`config.mk`:
```
export PLATFORM = sky130hd
export DESIGN_NAME = imu_serial_frame_deframer_unit
export DESIGN_NICKNAME = d
export VERILOG_FILES = /design/src/rtl/core/isfd_pkg.sv /design/src/rtl/core/isfd_ram.sv /design/src/rtl/core/isfd_ctrl.sv /design/src/rtl/core/isfd_dpath.sv /design/src/rtl/core/imu_serial_frame_deframer_unit.sv
export SDC_FILE = /design/constraint.sdc
export NUM_CORES = 1
export LEC_CHECK = 0
export BUFFER_PORTS_ARGS = -buffer_cell sky130_fd_sc_hd__buf_4
export CORE_ASPECT_RATIO = 0.8
export CORE_MARGIN = 4
export CORE_UTILIZATION = 35
export CTS_BUF_LIST = sky130_fd_sc_hd__clkbuf_4 sky130_fd_sc_hd__clkbuf_8 sky130_fd_sc_hd__clkbuf_16
export CTS_CLUSTER_SIZE = 24
export DETAILED_ROUTE_END_ITERATION = 7
export MAX_ROUTING_LAYER = met4
export PLACE_DENSITY = 0.59
export SLEW_MARGIN = 5
export SYNTH_ARGS = -nofsm -noshare
export SYNTH_HDL_FRONTEND = slang
export SYNTH_SLANG_ARGS = --single-unit
```
`constraint.sdc`:
```
create_clock -name clk -period 7.1 [get_ports clk]
set_input_delay 0 -clock clk [delete_from_list [all_inputs] [get_ports clk]]
set_output_delay 0 -clock clk [all_outputs]
set_load 0.01 [all_outputs]
```
`src/rtl/core/isfd_pkg.sv`:
```
package isfd_pkg;

    localparam int PAYLOAD_BYTES_DEF = 36;
    localparam int WORD_COUNT_DEF    = 9;

    localparam int BYTE_W      = 8;
    localparam int WORD_W      = 32;
    localparam int WORD_IDX_W  = 4;
    localparam int LANES       = WORD_W / BYTE_W;
    localparam int OUT_TDATA_W = ((WORD_W + WORD_IDX_W + 7) / 8) * 8;
    localparam int OUT_PAD_W   = OUT_TDATA_W - WORD_W - WORD_IDX_W;
    localparam int CFG_IDX_W   = 2;

    localparam logic [CFG_IDX_W-1:0] REG_HDR_FIRST  = 2'd0;
    localparam logic [CFG_IDX_W-1:0] REG_HDR_SECOND = 2'd1;
    localparam logic [CFG_IDX_W-1:0] REG_TRL_FIRST  = 2'd2;
    localparam logic [CFG_IDX_W-1:0] REG_TRL_SECOND = 2'd3;

    localparam logic [BYTE_W-1:0] HDR_FIRST_RST  = 8'h41;
    localparam logic [BYTE_W-1:0] HDR_SECOND_RST = 8'h54;
    localparam logic [BYTE_W-1:0] TRL_FIRST_RST  = 8'h74;
    localparam logic [BYTE_W-1:0] TRL_SECOND_RST = 8'h61;

    typedef struct packed {
        logic clr_count;
        logic store;
        logic clr_word;
        logic inc_word;
        logic rd_word;
        logic load_out;
    } isfd_cmd_t;

    typedef struct packed {
        logic hdr1_hit;
        logic hdr2_hit;
        logic trl1_hit;
        logic trl2_hit;
        logic count_last;
        logic word_last;
        logic out_take;
    } isfd_sts_t;

endpackage

```
`src/rtl/core/isfd_ram.sv`:
```
module isfd_ram #(
    parameter int WIDTH = 8,
    parameter int DEPTH = 9,
    localparam int AW = (DEPTH > 1) ? $clog2(DEPTH) : 1
) (
    input  logic             clk,
    input  logic             we,
    input  logic [AW-1:0]    waddr,
    input  logic [WIDTH-1:0] wdata,
    input  logic             re,
    input  logic [AW-1:0]    raddr,
    output logic [WIDTH-1:0] rdata
);

    logic [WIDTH-1:0] mem [DEPTH];
    logic [WIDTH-1:0] rdata_reg;

    always_ff @(posedge clk)
    begin
        if (we)
        begin
            mem[waddr] <= wdata;
        end
        if (re)
        begin
            rdata_reg <= mem[raddr];
        end
    end

    assign rdata = rdata_reg;

endmodule

```
`src/rtl/core/isfd_ctrl.sv`:
```
module isfd_ctrl (
    input  logic               clk,
    input  logic               rst_n,
    input  logic               s_tvalid,
    output logic               s_tready,
    input  isfd_pkg::isfd_sts_t sts,
    output isfd_pkg::isfd_cmd_t cmd
);

    typedef enum logic [7:0] {
        S_HUNT1  = 8'b0000_0001,
        S_HUNT2  = 8'b0000_0010,
        S_DATA   = 8'b0000_0100,
        S_TRAIL1 = 8'b0000_1000,
        S_TRAIL2 = 8'b0001_0000,
        S_READ   = 8'b0010_0000,
        S_LOAD   = 8'b0100_0000,
        S_WAIT   = 8'b1000_0000
    } state_t;

    state_t state_reg;
    state_t state_next;
    logic   ready;
    logic   acc;

    assign ready    = (state_reg == S_HUNT1) || (state_reg == S_HUNT2) ||
                      (state_reg == S_DATA)  || (state_reg == S_TRAIL1) ||
                      (state_reg == S_TRAIL2);
    assign s_tready = ready;
    assign acc      = s_tvalid && ready;

    always_comb
    begin
        state_next = state_reg;
        cmd        = '0;
        unique case (state_reg)
            S_HUNT1:
            begin
                if (acc)
                begin
                    state_next = sts.hdr1_hit ? S_HUNT2 : S_HUNT1;
                end
            end
            S_HUNT2:
            begin
                if (acc)
                begin
                    cmd.clr_count = sts.hdr2_hit;
                    state_next    = sts.hdr2_hit ? S_DATA : S_HUNT1;
                end
            end
            S_DATA:
            begin
                if (acc)
                begin
                    cmd.store = 1'b1;
                    if (sts.count_last)
                    begin
                        state_next = S_TRAIL1;
                    end
                end
            end
            S_TRAIL1:
            begin
                if (acc)
                begin
                    state_next = sts.trl1_hit ? S_TRAIL2 : S_HUNT1;
                end
            end
            S_TRAIL2:
            begin
                if (acc)
                begin
                    cmd.clr_word = sts.trl2_hit;
                    state_next   = sts.trl2_hit ? S_READ : S_HUNT1;
                end
            end
            S_READ:
            begin
                cmd.rd_word = 1'b1;
                state_next  = S_LOAD;
            end
            S_LOAD:
            begin
                cmd.load_out = 1'b1;
                state_next   = S_WAIT;
            end
            S_WAIT:
            begin
                if (sts.out_take)
                begin
                    if (sts.word_last)
                    begin
                        state_next = S_HUNT1;
                    end
                    else
                    begin
                        cmd.inc_word = 1'b1;
                        state_next   = S_READ;
                    end
                end
            end
            default:
            begin
                state_next = S_HUNT1;
            end
        endcase
    end

    always_ff @(posedge clk or negedge rst_n)
    begin
        if (!rst_n)
        begin
            state_reg <= S_HUNT1;
        end
        else
        begin
            state_reg <= state_next;
        end
    end

endmodule

```
`src/rtl/core/isfd_dpath.sv`:
```
module isfd_dpath #(
    parameter int PAYLOAD_BYTES = isfd_pkg::PAYLOAD_BYTES_DEF,
    parameter int WORD_COUNT    = isfd_pkg::WORD_COUNT_DEF
) (
    input  logic                                clk,
    input  logic                                rst_n,
    input  logic                                cfg_we,
    input  logic [isfd_pkg::CFG_IDX_W-1:0]      cfg_addr,
    input  logic [isfd_pkg::BYTE_W-1:0]         cfg_wdata,
    input  logic [isfd_pkg::BYTE_W-1:0]         s_tdata,
    output logic                                m_tvalid,
    input  logic                                m_tready,
    output logic [isfd_pkg::OUT_TDATA_W-1:0]    m_tdata,
    output logic                                m_tlast,
    input  isfd_pkg::isfd_cmd_t                 cmd,
    output isfd_pkg::isfd_sts_t                 sts
);

    localparam int CW          = $clog2(PAYLOAD_BYTES);
    localparam int STORE_WORDS = (PAYLOAD_BYTES + isfd_pkg::LANES - 1) / isfd_pkg::LANES;
    localparam int AW          = (STORE_WORDS > 1) ? $clog2(STORE_WORDS) : 1;
    localparam int LW          = $clog2(isfd_pkg::LANES);
    localparam int PW          = isfd_pkg::WORD_IDX_W + LW + 1;

    logic [isfd_pkg::BYTE_W-1:0]     hdr_first_reg;
    logic [isfd_pkg::BYTE_W-1:0]     hdr_second_reg;
    logic [isfd_pkg::BYTE_W-1:0]     trl_first_reg;
    logic [isfd_pkg::BYTE_W-1:0]     trl_second_reg;
    logic [CW-1:0]                   cnt_reg;
    logic [isfd_pkg::WORD_IDX_W-1:0] word_reg;
    logic [isfd_pkg::LANES-1:0]      lane_ok_reg;
    logic [isfd_pkg::LANES-1:0]      lane_ok_next;
    logic                            out_valid_reg;
    logic [isfd_pkg::WORD_W-1:0]     out_word_reg;
    logic [isfd_pkg::WORD_IDX_W-1:0] out_idx_reg;
    logic                            out_last_reg;
    logic [isfd_pkg::WORD_W-1:0]     word_masked;
    logic [LW-1:0]                   wr_lane;
    logic [AW-1:0]                   wr_addr;
    logic [AW-1:0]                   rd_addr;
    logic                            count_last;
    logic                            word_last;

    assign count_last = (cnt_reg == CW'(PAYLOAD_BYTES - 1));
    assign word_last  = (word_reg == isfd_pkg::WORD_IDX_W'(WORD_COUNT - 1));
    assign wr_lane    = cnt_reg[LW-1:0];
    assign wr_addr    = AW'(cnt_reg >> LW);
    assign rd_addr    = ({1'b0, word_reg} < (isfd_pkg::WORD_IDX_W + 1)'(STORE_WORDS)) ?
                        AW'(word_reg) : '0;

    assign sts.hdr1_hit   = (s_tdata == hdr_first_reg);
    assign sts.hdr2_hit   = (s_tdata == hdr_second_reg);
    assign sts.trl1_hit   = (s_tdata == trl_first_reg);
    assign sts.trl2_hit   = (s_tdata == trl_second_reg);
    assign sts.count_last = count_last;
    assign sts.word_last  = word_last;
    assign sts.out_take   = out_valid_reg && m_tready;

    // one ram per byte lane so a whole word reads in one access
    for (genvar k = 0; k < isfd_pkg::LANES; k++)
    begin : g_lane
        logic [isfd_pkg::BYTE_W-1:0] rdata;

        isfd_ram #(
            .WIDTH(isfd_pkg::BYTE_W),
            .DEPTH(STORE_WORDS)
        ) u_ram (
            .clk  (clk),
            .we   (cmd.store && (wr_lane == LW'(k))),
            .waddr(wr_addr),
            .wdata(s_tdata),
            .re   (cmd.rd_word),
            .raddr(rd_addr),
            .rdata(rdata)
        );

        // bytes past the payload read as zero
        assign lane_ok_next[k] = ({1'b0, word_reg, LW'(k)} < PW'(PAYLOAD_BYTES));
        assign word_masked[k*isfd_pkg::BYTE_W +: isfd_pkg::BYTE_W] =
            lane_ok_reg[k] ? rdata : '0;
    end

    always_ff @(posedge clk or negedge rst_n)
    begin
        if (!rst_n)
        begin
            hdr_first_reg  <= isfd_pkg::HDR_FIRST_RST;
            hdr_second_reg <= isfd_pkg::HDR_SECOND_RST;
            trl_first_reg  <= isfd_pkg::TRL_FIRST_RST;
            trl_second_reg <= isfd_pkg::TRL_SECOND_RST;
        end
        else if (cfg_we)
        begin
            unique case (cfg_addr)
                isfd_pkg::REG_HDR_FIRST:  hdr_first_reg  <= cfg_wdata;
                isfd_pkg::REG_HDR_SECOND: hdr_second_reg <= cfg_wdata;
                isfd_pkg::REG_TRL_FIRST:  trl_first_reg  <= cfg_wdata;
                isfd_pkg::REG_TRL_SECOND: trl_second_reg <= cfg_wdata;
                default:
                begin
                end
            endcase
        end
    end

    always_ff @(posedge clk or negedge rst_n)
    begin
        if (!rst_n)
        begin
            cnt_reg       <= '0;
            word_reg      <= '0;
            out_valid_reg <= 1'b0;
        end
        else
        begin
            if (cmd.clr_count)
            begin
                cnt_reg <= '0;
            end
            else if (cmd.store)
            begin
                cnt_reg <= count_last ? '0 : cnt_reg + 1'b1;
            end

            if (cmd.clr_word)
            begin
                word_reg <= '0;
            end
            else if (cmd.inc_word)
            begin
                word_reg <= word_reg + 1'b1;
            end

            if (cmd.load_out)
            begin
                out_valid_reg <= 1'b1;
            end
            else if (out_valid_reg && m_tready)
            begin
                out_valid_reg <= 1'b0;
            end
        end
    end

    always_ff @(posedge clk)
    begin
        if (cmd.rd_word)
        begin
            lane_ok_reg <= lane_ok_next;
        end
        if (cmd.load_out)
        begin
            out_word_reg <= word_masked;
            out_idx_reg  <= word_reg;
            out_last_reg <= word_last;
        end
    end

    assign m_tvalid = out_valid_reg;
    assign m_tdata  = {{isfd_pkg::OUT_PAD_W{1'b0}}, out_idx_reg, out_word_reg};
    assign m_tlast  = out_last_reg;

endmodule

```
`src/rtl/core/imu_serial_frame_deframer_unit.sv`:
```
// serial byte frame deframer
// s_* : one received byte per request, tdata[7:0] = received_byte
// m_* : payload words, tdata[31:0] = payload_word, [35:32] = word_index,
//       upper bits zero; tlast marks the final word of a frame
// cfg_* : write-only registers, 0 header first, 1 header second,
//         2 trailer first, 3 trailer second
// bytes are taken one per cycle while the parser hunts, collects the payload
// or checks the trailer; a mismatching header or trailer byte returns it to
// hunting without rescanning that byte
// after the second trailer byte the controller addresses the byte-lane rams
// in S_READ and loads the registered read into the output register in S_LOAD;
// each further word is read the same way only after the previous one is taken,
// so a single word is in flight at a time; s_tready stays low for the
// whole burst and comes back the cycle after the last word is taken
// a stalled m_tready simply holds the word and the burst
// reset restores the default header and trailer values and hunting; payload
// storage is not cleared, every frame overwrites it before it is read
module imu_serial_frame_deframer_unit #(
    parameter int PAYLOAD_BYTES = isfd_pkg::PAYLOAD_BYTES_DEF,
    parameter int WORD_COUNT    = isfd_pkg::WORD_COUNT_DEF
) (
    input  logic                             clk,
    input  logic                             rst_n,
    input  logic                             cfg_we,
    input  logic [isfd_pkg::CFG_IDX_W-1:0]   cfg_addr,
    input  logic [isfd_pkg::BYTE_W-1:0]      cfg_wdata,
    input  logic                             s_tvalid,
    output logic                             s_tready,
    input  logic [isfd_pkg::BYTE_W-1:0]      s_tdata,   // received_byte
    output logic                             m_tvalid,
    input  logic                             m_tready,
    output logic [isfd_pkg::OUT_TDATA_W-1:0] m_tdata,   // payload_word, word_index
    output logic                             m_tlast
);

    isfd_pkg::isfd_cmd_t cmd;
    isfd_pkg::isfd_sts_t sts;

    isfd_ctrl u_ctrl (
        .clk     (clk),
        .rst_n   (rst_n),
        .s_tvalid(s_tvalid),
        .s_tready(s_tready),
        .sts     (sts),
        .cmd     (cmd)
    );

    isfd_dpath #(
        .PAYLOAD_BYTES(PAYLOAD_BYTES),
        .WORD_COUNT   (WORD_COUNT)
    ) u_dpath (
        .clk      (clk),
        .rst_n    (rst_n),
        .cfg_we   (cfg_we),
        .cfg_addr (cfg_addr),
        .cfg_wdata(cfg_wdata),
        .s_tdata  (s_tdata),
        .m_tvalid (m_tvalid),
        .m_tready (m_tready),
        .m_tdata  (m_tdata),
        .m_tlast  (m_tlast),
        .cmd      (cmd),
        .sts      (sts)
    );

endmodule

```
==> key figures, run 1 <==
STA
  • Worst rel slew slack: between 20% and 30%
  • Least-Margin Pin Slew: 1150 ps
  • RSZ-0062 raised after global routing: no
  • Clock Skews: around 12 ps
  • Final setup vio count: 0
  • Slew Viols, Final: 0
  • Setup TNS: 0 ps
  • Post-layout min period: 3340 ps
  • Max Fclk: between 0.2 and 0.3 GHz
  • Worst Hold Slack: 26.3 ps
  • Final Cycle Share: 47.0%
  • Final Hold Vio Count: 0
  • Post-route setup slack: 3760 ps

Flow run
  • Max-Cap Viols: 0

Placed design
  • Gpl congestion: about 0.75
  • HPWL Detailed: 19700 um
  • # port buffers: 61
  • Pre-CTS WS: 3620 ps

Detailed routing
  • Met2 WL: 15500 um
  • Post-route ant nets: 0
  • WL met1: 16000 um
  • Wire per inst: 21.0 um
  • Pre-antenna DRT Iters: 6
  • Total number of vias: 8130
  • Drt via density: 5.04
  • Initial DRC count: 760
  • DR WL met3: 1730 um
  • DRC viols: 0
  • Post-Route WL: 33800 um
  • Max Used Layer: met4

Synthesis
  • Asr flop ratio synth: 12.5%
  • Syn_area_per_cell: 18.0 um^2
  • Post-synthesis sequential area ratio: 74.9%
  • Ys Warns: 0
  • Syn Inst Count: 892
  • Yosys cell types: 54
  • Post-synth EDFFs: 358
  • Mapped cell area: 16100 um^2
  • Yosys reg bits: approximately 400
  • Most common flop cell mapped by yosys: edfxtp_1

Clocking
  • CTS root buffer: clkbuf_16
  • H-tree depth: 2
  • TritonCTS Buffers: 40
  • Max Root-Sink Buffers: 3
  • TritonCTS Sinks: 409
  • Clock transition at path regs: 60 ps
  • CTS tree: done
  • Clk_lat worst skew: 540 ps
  • Postcts setup bufs: 0

Floorplan
  • Full die area: 49500 um^2
  • Boundary Pins: 66
  • Core area: about 45000 um^2
  • FP Rows: 69
  • Die Wd: 248 um
  • Initial Util: 35.8%
  • Die Y: 200 um

Worst hold path
  • Hold Path Class: primary input to asynchronous set/reset pin

Setup path
  • CP max FO: 42
  • Critical Path RT: 7380 ps
  • CP arrival: between 3000 and 4000 ps
  • Worst path top cell family by delay: simple AND/OR/NAND/NOR gates
  • CP cell instances: nor2_4 -> buf_4 -> mux4_2 -> a22oi_1 -> nand2_1
  • Max stage delay cell, worst path: nor2_4
  • Max stage delay on crit path: 820 ps
  • CP Capture Type: flop
  • CP Class: flop to flop
  • Startpoint types: flop
  • Worst Path Buf+Inv: 1

Pwr
  • Part of the power in registers: 52.6%
  • Combinational power share: 4.6%
  • Peak supply drop: between 150 and 200 uV
  • Sw power: 1030 uW
  • Clock power frac: between 40 and 50%
  • Leakage: 0.00623 uW
  • Total power: 5110 uW
  • Pint: about 4000 uW
  • P per Cell Area: 273 nW/um^2
  • Sw Ratio: slightly above 20%

Cells and area
  • Post-layout util: 41.7%
  • Final net count: between 1k and 1.5k
  • Layout cells sized above 1: between 20% and 30%
  • Ant. Diodes: 0
  • Area Growth Syn to Fin: 16.5%
  • Fill cells: 4027
  • Max FFs per register: around 290

Global routing
  • Global Route Usage Sum: 14.2%
  • First-pass GRT wire length: approximately 51000 um
  • GRT overflow: 0
  • Initial antenna violation count: 1
  • Number of global-route vias before repair: about 8k
  • Pin count of the biggest net entering global routing: 65

Run status
  • Status: complete, no violations
-- through the flow --
step	cell area [um^2]	instances
after global placement	17200	1527
after floorplan	16100	895
after global routing	18700	1612
after detailed placement	17200	1527
after CTS	18700	1612
final	18700	1612
-- metal layers --
layer,global-route usage (%),vias up
met3,2.32,49
met1,20.8,4232
met5,-,-
li1,-,3638
met4,3.36,0
met2,21.0,211
-- cell usage in the layout, fill, tap and decap left out, drive strengths merged, types with 3 or more instances in the layout --
cell           n
and3           3
bufinv         6
mux2          34
dlygate4sd3   19
nand2b         3
nand4          7
nand3          5
ha             6
inv           11
nor4          10
xnor2         17
nand3b         4
mux4          64
dfstp         13
and2          34
a22oi         34
edfxtp       358
a21oi          5
nand2         91
dfrtp         38
nor3           3
o21ai          7
nor2          52
clkbuf        49
xor2          20
clkinv        10
conb           4
a21o           3
buf           67
nor2b          6
nor4b          4
-- Yosys cell counts (all sizes together) (4+ instances only) --
master,count,area [um^2]
and2,34,213
nor4,10,90.1
nor2,52,195
mux2,34,390
nand4,7,43.8
clkbuf,24,91.3
o21ai,7,35.0
nor4b,4,41.3
xor2,20,175
xnor2,17,149
nand3b,4,30.0
a21oi,5,25.0
a22oi,34,255
dfrtp,38,951
inv,10,37.5
mux4,64,1440
nand3,5,25.0
nand2,91,342
buf,14,85.1
ha,6,75.1
edfxtp,358,10800
dfstp,13,342
nor2b,6,37.5
-- what timing repair did --
| item | CTS | global route |
|---|---|---|
| hold buffers | 19 | 0 |
| endpoints found under the hold margin | 381 | 0 |
| gates resized for setup | 0 | 0 |
-- worst paths after layout --
kind,to,from,slack (ps),cells past startpoint
max in group asynchronous,u_dpath.trl_first_reg[7]$_DFFE_PN0P_,rst_n,6610,2
min in group clk,u_dpath.hdr_first_reg[1]$_DFFE_PN0P_,cfg_addr[1],30,4
hold / removal,u_dpath.trl_second_reg[3]$_DFFE_PN0P_,rst_n,30,2
hold reg to reg,u_dpath.g_lane[2].u_ram.rdata[1]$_DFFE_PP_,u_dpath.g_lane[2].u_ram.mem[8][1]$_DFFE_PP_,510,2
setup reg to reg,u_dpath.g_lane[2].u_ram.rdata[4]$_DFFE_PP_,u_dpath.word_reg[3]$_DFFE_PN0P_,3760,5
setup / recovery,u_dpath.g_lane[2].u_ram.rdata[4]$_DFFE_PP_,u_dpath.word_reg[3]$_DFFE_PN0P_,3760,5
-- layout make-up --
class	instances	area [um^2]	share of cell area, %
repair buffers	86	693	3.70
multi-input cells	437	3870	20.7
clock inverters	17	243	1.30
well taps	603	754	4.03
inverters	11	41.3	0.220
clock buffers	49	1090	5.80
flip-flops and latches	409	12000	64.3
-- kinds of logic (layout without fill, tap and decap cells) --
family / count (synthesis) / after routing / share of synthesized area, %
buf+inv: 49 / 163 / 1.35
compound gates: 59 / 59 / 2.59
fa+ha+maj: 6 / 6 / 0.467
xor+xnor: 37 / 37 / 2.01
mux: 99 / 99 / 11.4
other cells: 1 / 4 / 0.0233
simple gates: 232 / 232 / 7.23
flops: 409 / 409 / 74.9
-- power by group through the flow --
stage / clock network, uW / registers, uW / logic [uW]
floorplan: 0 / 2730 / 152
global placement: 0 / 2740 / 228
detailed placement: 0 / 2740 / 231
CTS: 2230 / 2690 / 240
global route: 2330 / 2690 / 262
finish: 2190 / 2690 / 236
Note: power is estimated with default switching activity, not from simulation.
==> inputs of run 2 (changes only) <==
- ABC_AREA: unset -> 1
- PLACE_DENSITY: 0.59 -> 0.61
- clock period: 7.1 -> 3 ns (I/O delays scaled with it)
==> key figures, run 2 <==
Setup path
  • Reg2reg end: u_dpath.g_lane[0].u_ram.mem[1][0]$_DFFE_PP_
  • CP Capture Type: flop
  • Startpoint types: flop
  • Flop-to-flop setup slack: 450 ps (-3310 ps)
  • CP Class: flop to flop
  • CP max FO: 10 (-76%)
  • Reg-to-Reg Start: u_ctrl.state_reg[7]$_DFFE_PN0P_
  • Critical Path RT: 3180 ps (-4200 ps)
  • Crit. Startpoint: u_ctrl.state_reg[7]$_DFFE_PN0P_
  • Crit path capture: u_dpath.g_lane[0].u_ram.mem[1][0]$_DFFE_PP_
  • Reg2reg path depth: 7 (+2)
  • CP arrival: 2720 ps (-900 ps)

Clocking
  • Max Root-Sink Buffers: 3 (unchanged)
  • Clock transition at path regs: 60 ps (about the same)
  • TritonCTS Sinks: 409 (unchanged)
  • CTS root buffer: clkbuf_16
  • Postcts setup bufs: 0 (unchanged)
  • CTS tree: done
  • Clk_lat worst skew: 560 ps (+20 ps)
  • TritonCTS Buffers: 44 (+10%)
  • H-tree depth: 2 (unchanged)

STA
  • Slew Viols, Final: 0 (unchanged)
  • Post-layout min period: 2550 ps (-795 ps)
  • Least-Margin Pin Slew: 859 ps (-293 ps)
  • Final Cycle Share: 84.8% (+38 points)
  • Worst rel slew slack: 42.5% (+20 points)
  • Final setup vio count: 0 (unchanged)
  • RSZ-0062 raised after global routing: no
  • Max Fclk: 0.393 GHz (+31%)
  • Clock Skews: 26.7 ps (+15.0 ps)
  • Worst Hold Slack: 29.2 ps (+2.96 ps)
  • Final Hold Vio Count: 0 (unchanged)
  • Setup TNS: 0 ps (unchanged)

Detailed routing
  • DRC viols: 0 (unchanged)
  • Post-Route WL: 39000 um (+15%)
  • Initial DRC count: 949 (+25%)
  • Post-route ant nets: 0 (unchanged)
  • Pre-antenna DRT Iters: 5 (-1)
  • Wire per inst: 17.8 um (-15%)
  • Drt via density: 4.84 (-4.0%)
  • Total number of vias: 10.6k (+31%)

Run status
  • Status: complete, no violations

Synthesis
  • Post-synth top cells: edfxtp_1, nand2_1, inv_1
  • Syn_area_per_cell: 11.8 um^2 (-34%)
  • Mapped cell area: 17100 um^2 (+6.3%)
  • Post-synthesis sequential area ratio: 70.4% (-4.4 points)
  • Most common cell in the synthesized netlist: edfxtp_1
  • Largest family of logic cells by synthesized area: simple AND/OR/NAND/NOR gates
  • Yosys top cell area share: 62.9% (-4.0 points)
  • Mux share of post-synthesis cell area: 0% (-11 points)
  • Asr flop ratio synth: 12.5% (unchanged)
  • Yosys cell types: 37 (-31%)
  • Leading area contributor after synthesis: edfxtp_1
  • Syn Inst Count: 1446 (+62%)
  • Yosys reg bits: 409 (unchanged)
  • Compound-Gate Fraction of Synth Area: 8.49% (+5.9 points)
  • Synth Area in Adders: 0.439% (-0.028 points)
  • Area contributors post-synth: edfxtp_1, nand2_1, dfrtp_1
  • Post-synth EDFFs: 358 (unchanged)
  • Post-synthesis xor/xnor area fraction: 1.02% (-0.99 points)
  • Most common flop cell mapped by yosys: edfxtp_1
  • Simple-gate share of the synthesized area: 13.6% (+6.4 points)
  • Ys Warns: 0 (unchanged)

Cells and area
  • Area Growth Syn to Fin: 16.1%
  • Max FFs per register: 288 (unchanged)
  • Final net count: 1563 (+54%)
  • Ant. Diodes: 0 (unchanged)
  • Layout cells sized above 1: 13.6% (-11 points)
  • Most frequent cells in the layout: edfxtp_1, nand2_1, inv_1
  • Commonest non-fill, non-tap cell in the layout: edfxtp_1

Global routing
  • Number of global-route vias before repair: 10.2k (+26%)
  • GRT overflow: 0 (unchanged)
  • First-pass GRT wire length: 60200 um (+17%)
  • Initial antenna violation count: 0 (-1)
  • Global Route Usage Sum: 15.2% (+1.0 points)
  • Pin count of the biggest net entering global routing: 104 (+60%)

Pwr
  • Leakage: 0.00763 uW (+22%)
  • P per Cell Area: 612 nW/um^2 (+120%)
  • Peak supply drop: 309 uV (+62%)

Placed design
  • Gpl congestion: 0.810 (+7.6%)
  • HPWL Detailed: 23200 um (+18%)
  • # port buffers: 61 (unchanged)

Floorplan
  • Die Y: 206 um (+3.0%)
  • Core area: 48300 um^2 (+7.6%)
  • Die Wd: 255 um (+3.0%)
  • Initial Util: 35.4% (-0.41 points)
  • Full die area: 52500 um^2 (+6.1%)
  • FP Rows: 72 (+4.3%)
  • Boundary Pins: 66 (unchanged)

Flow run
  • Max-Cap Viols: 0 (unchanged)

Worst hold path
  • Hold Path Class: primary input to asynchronous set/reset pin
==> run 2: per-layer routing <==
| metal | routed length [um] | track usage [%] | vias up |
|---|---|---|---|
| li1 | - | - | 5152 |
| met1 | 18100 | 21.4 | 5157 |
| met2 | 18000 | 23.4 | 287 |
| met3 | 2290 | 2.64 | 49 |
| met4 | 680 | 3.43 | 0 |
| met5 | 0 | - | - |
==> run 2: cell type report <==
class,instances,area [um^2]
fillers,4542,28400
clock inverters,14,115
clock buffers,67,1320
well taps,629,787
multi-input cells,805,4060
flip-flops and latches,409,12000
repair buffers,108,908
inverters,166,627
==> run 2: how the worst min path moves through the flow <==
stage,start,end,slack [ps],cells past startpoint
finish,rst_n,u_ctrl.state_reg[7]$_DFFE_PN0P_,30,2
global route,rst_n,u_ctrl.state_reg[7]$_DFFE_PN0P_,80,2
CTS,rst_n,u_ctrl.state_reg[7]$_DFFE_PN0P_,20,2
detailed placement,rst_n,u_dpath.trl_first_reg[0]$_DFFE_PN0P_,80,1
global placement,rst_n,u_dpath.trl_first_reg[0]$_DFFE_PN0P_,70,1
floorplan,rst_n,u_ctrl.state_reg[1]$_DFFE_PN0P_,-300,0
==> run 2: per-stage QoR <==
step / std cells / util [%] / total power, uW / area (um^2) / setup slack (ps)
final: 2198 / 41.1 / 12200 / 19900 / 455
after global routing: 2198 / 41.1 / 12600 / 19900 / 268
after CTS: 2198 / 41.1 / 12300 / 19900 / 462
after detailed placement: 2098 / 37.8 / 6950 / 18200 / 490
after global placement: 2098 / 37.8 / 6930 / 18200 / 456
after floorplan: 1449 / - / 6740 / 17100 / 848
==> run 2: cell families (layout without fill, tap and decap cells) <==
| kind of cell | after synthesis | after routing |
|---|---|---|
| simple gates | 536 | 536 |
| buf+inv | 235 | 355 |
| flops | 409 | 409 |
| fa+ha+maj | 6 | 6 |
| other cells | 1 | 4 |
| compound gates | 239 | 239 |
| xor+xnor | 20 | 20 |
==> run 2: timing repair <==
item / 4_1_cts / 5_1_grt
endpoints found under the hold margin: 387 / 0
hold buffers: 19 / 0
setup endpoints to repair: 0 / 0
resized for setup: 0 / 0
==> run 2: worst max-delay path: stages (launching register included) <==
cell	delay [ps]
dfrtp_1	400
nor2_1	240
nand2_2	170
nor2_4	180
nand2_2	140
clkinv_2	170
nand2_2	170
nor2_1	690
==> run 2: where the power goes <==
part | internal (uW) | switching [uW] | leakage (uW)
logic | 178 | 327 | 0.00295
clock network | 3150 | 2160 | 0.000734
registers | 6280 | 63.2 | 0.00394
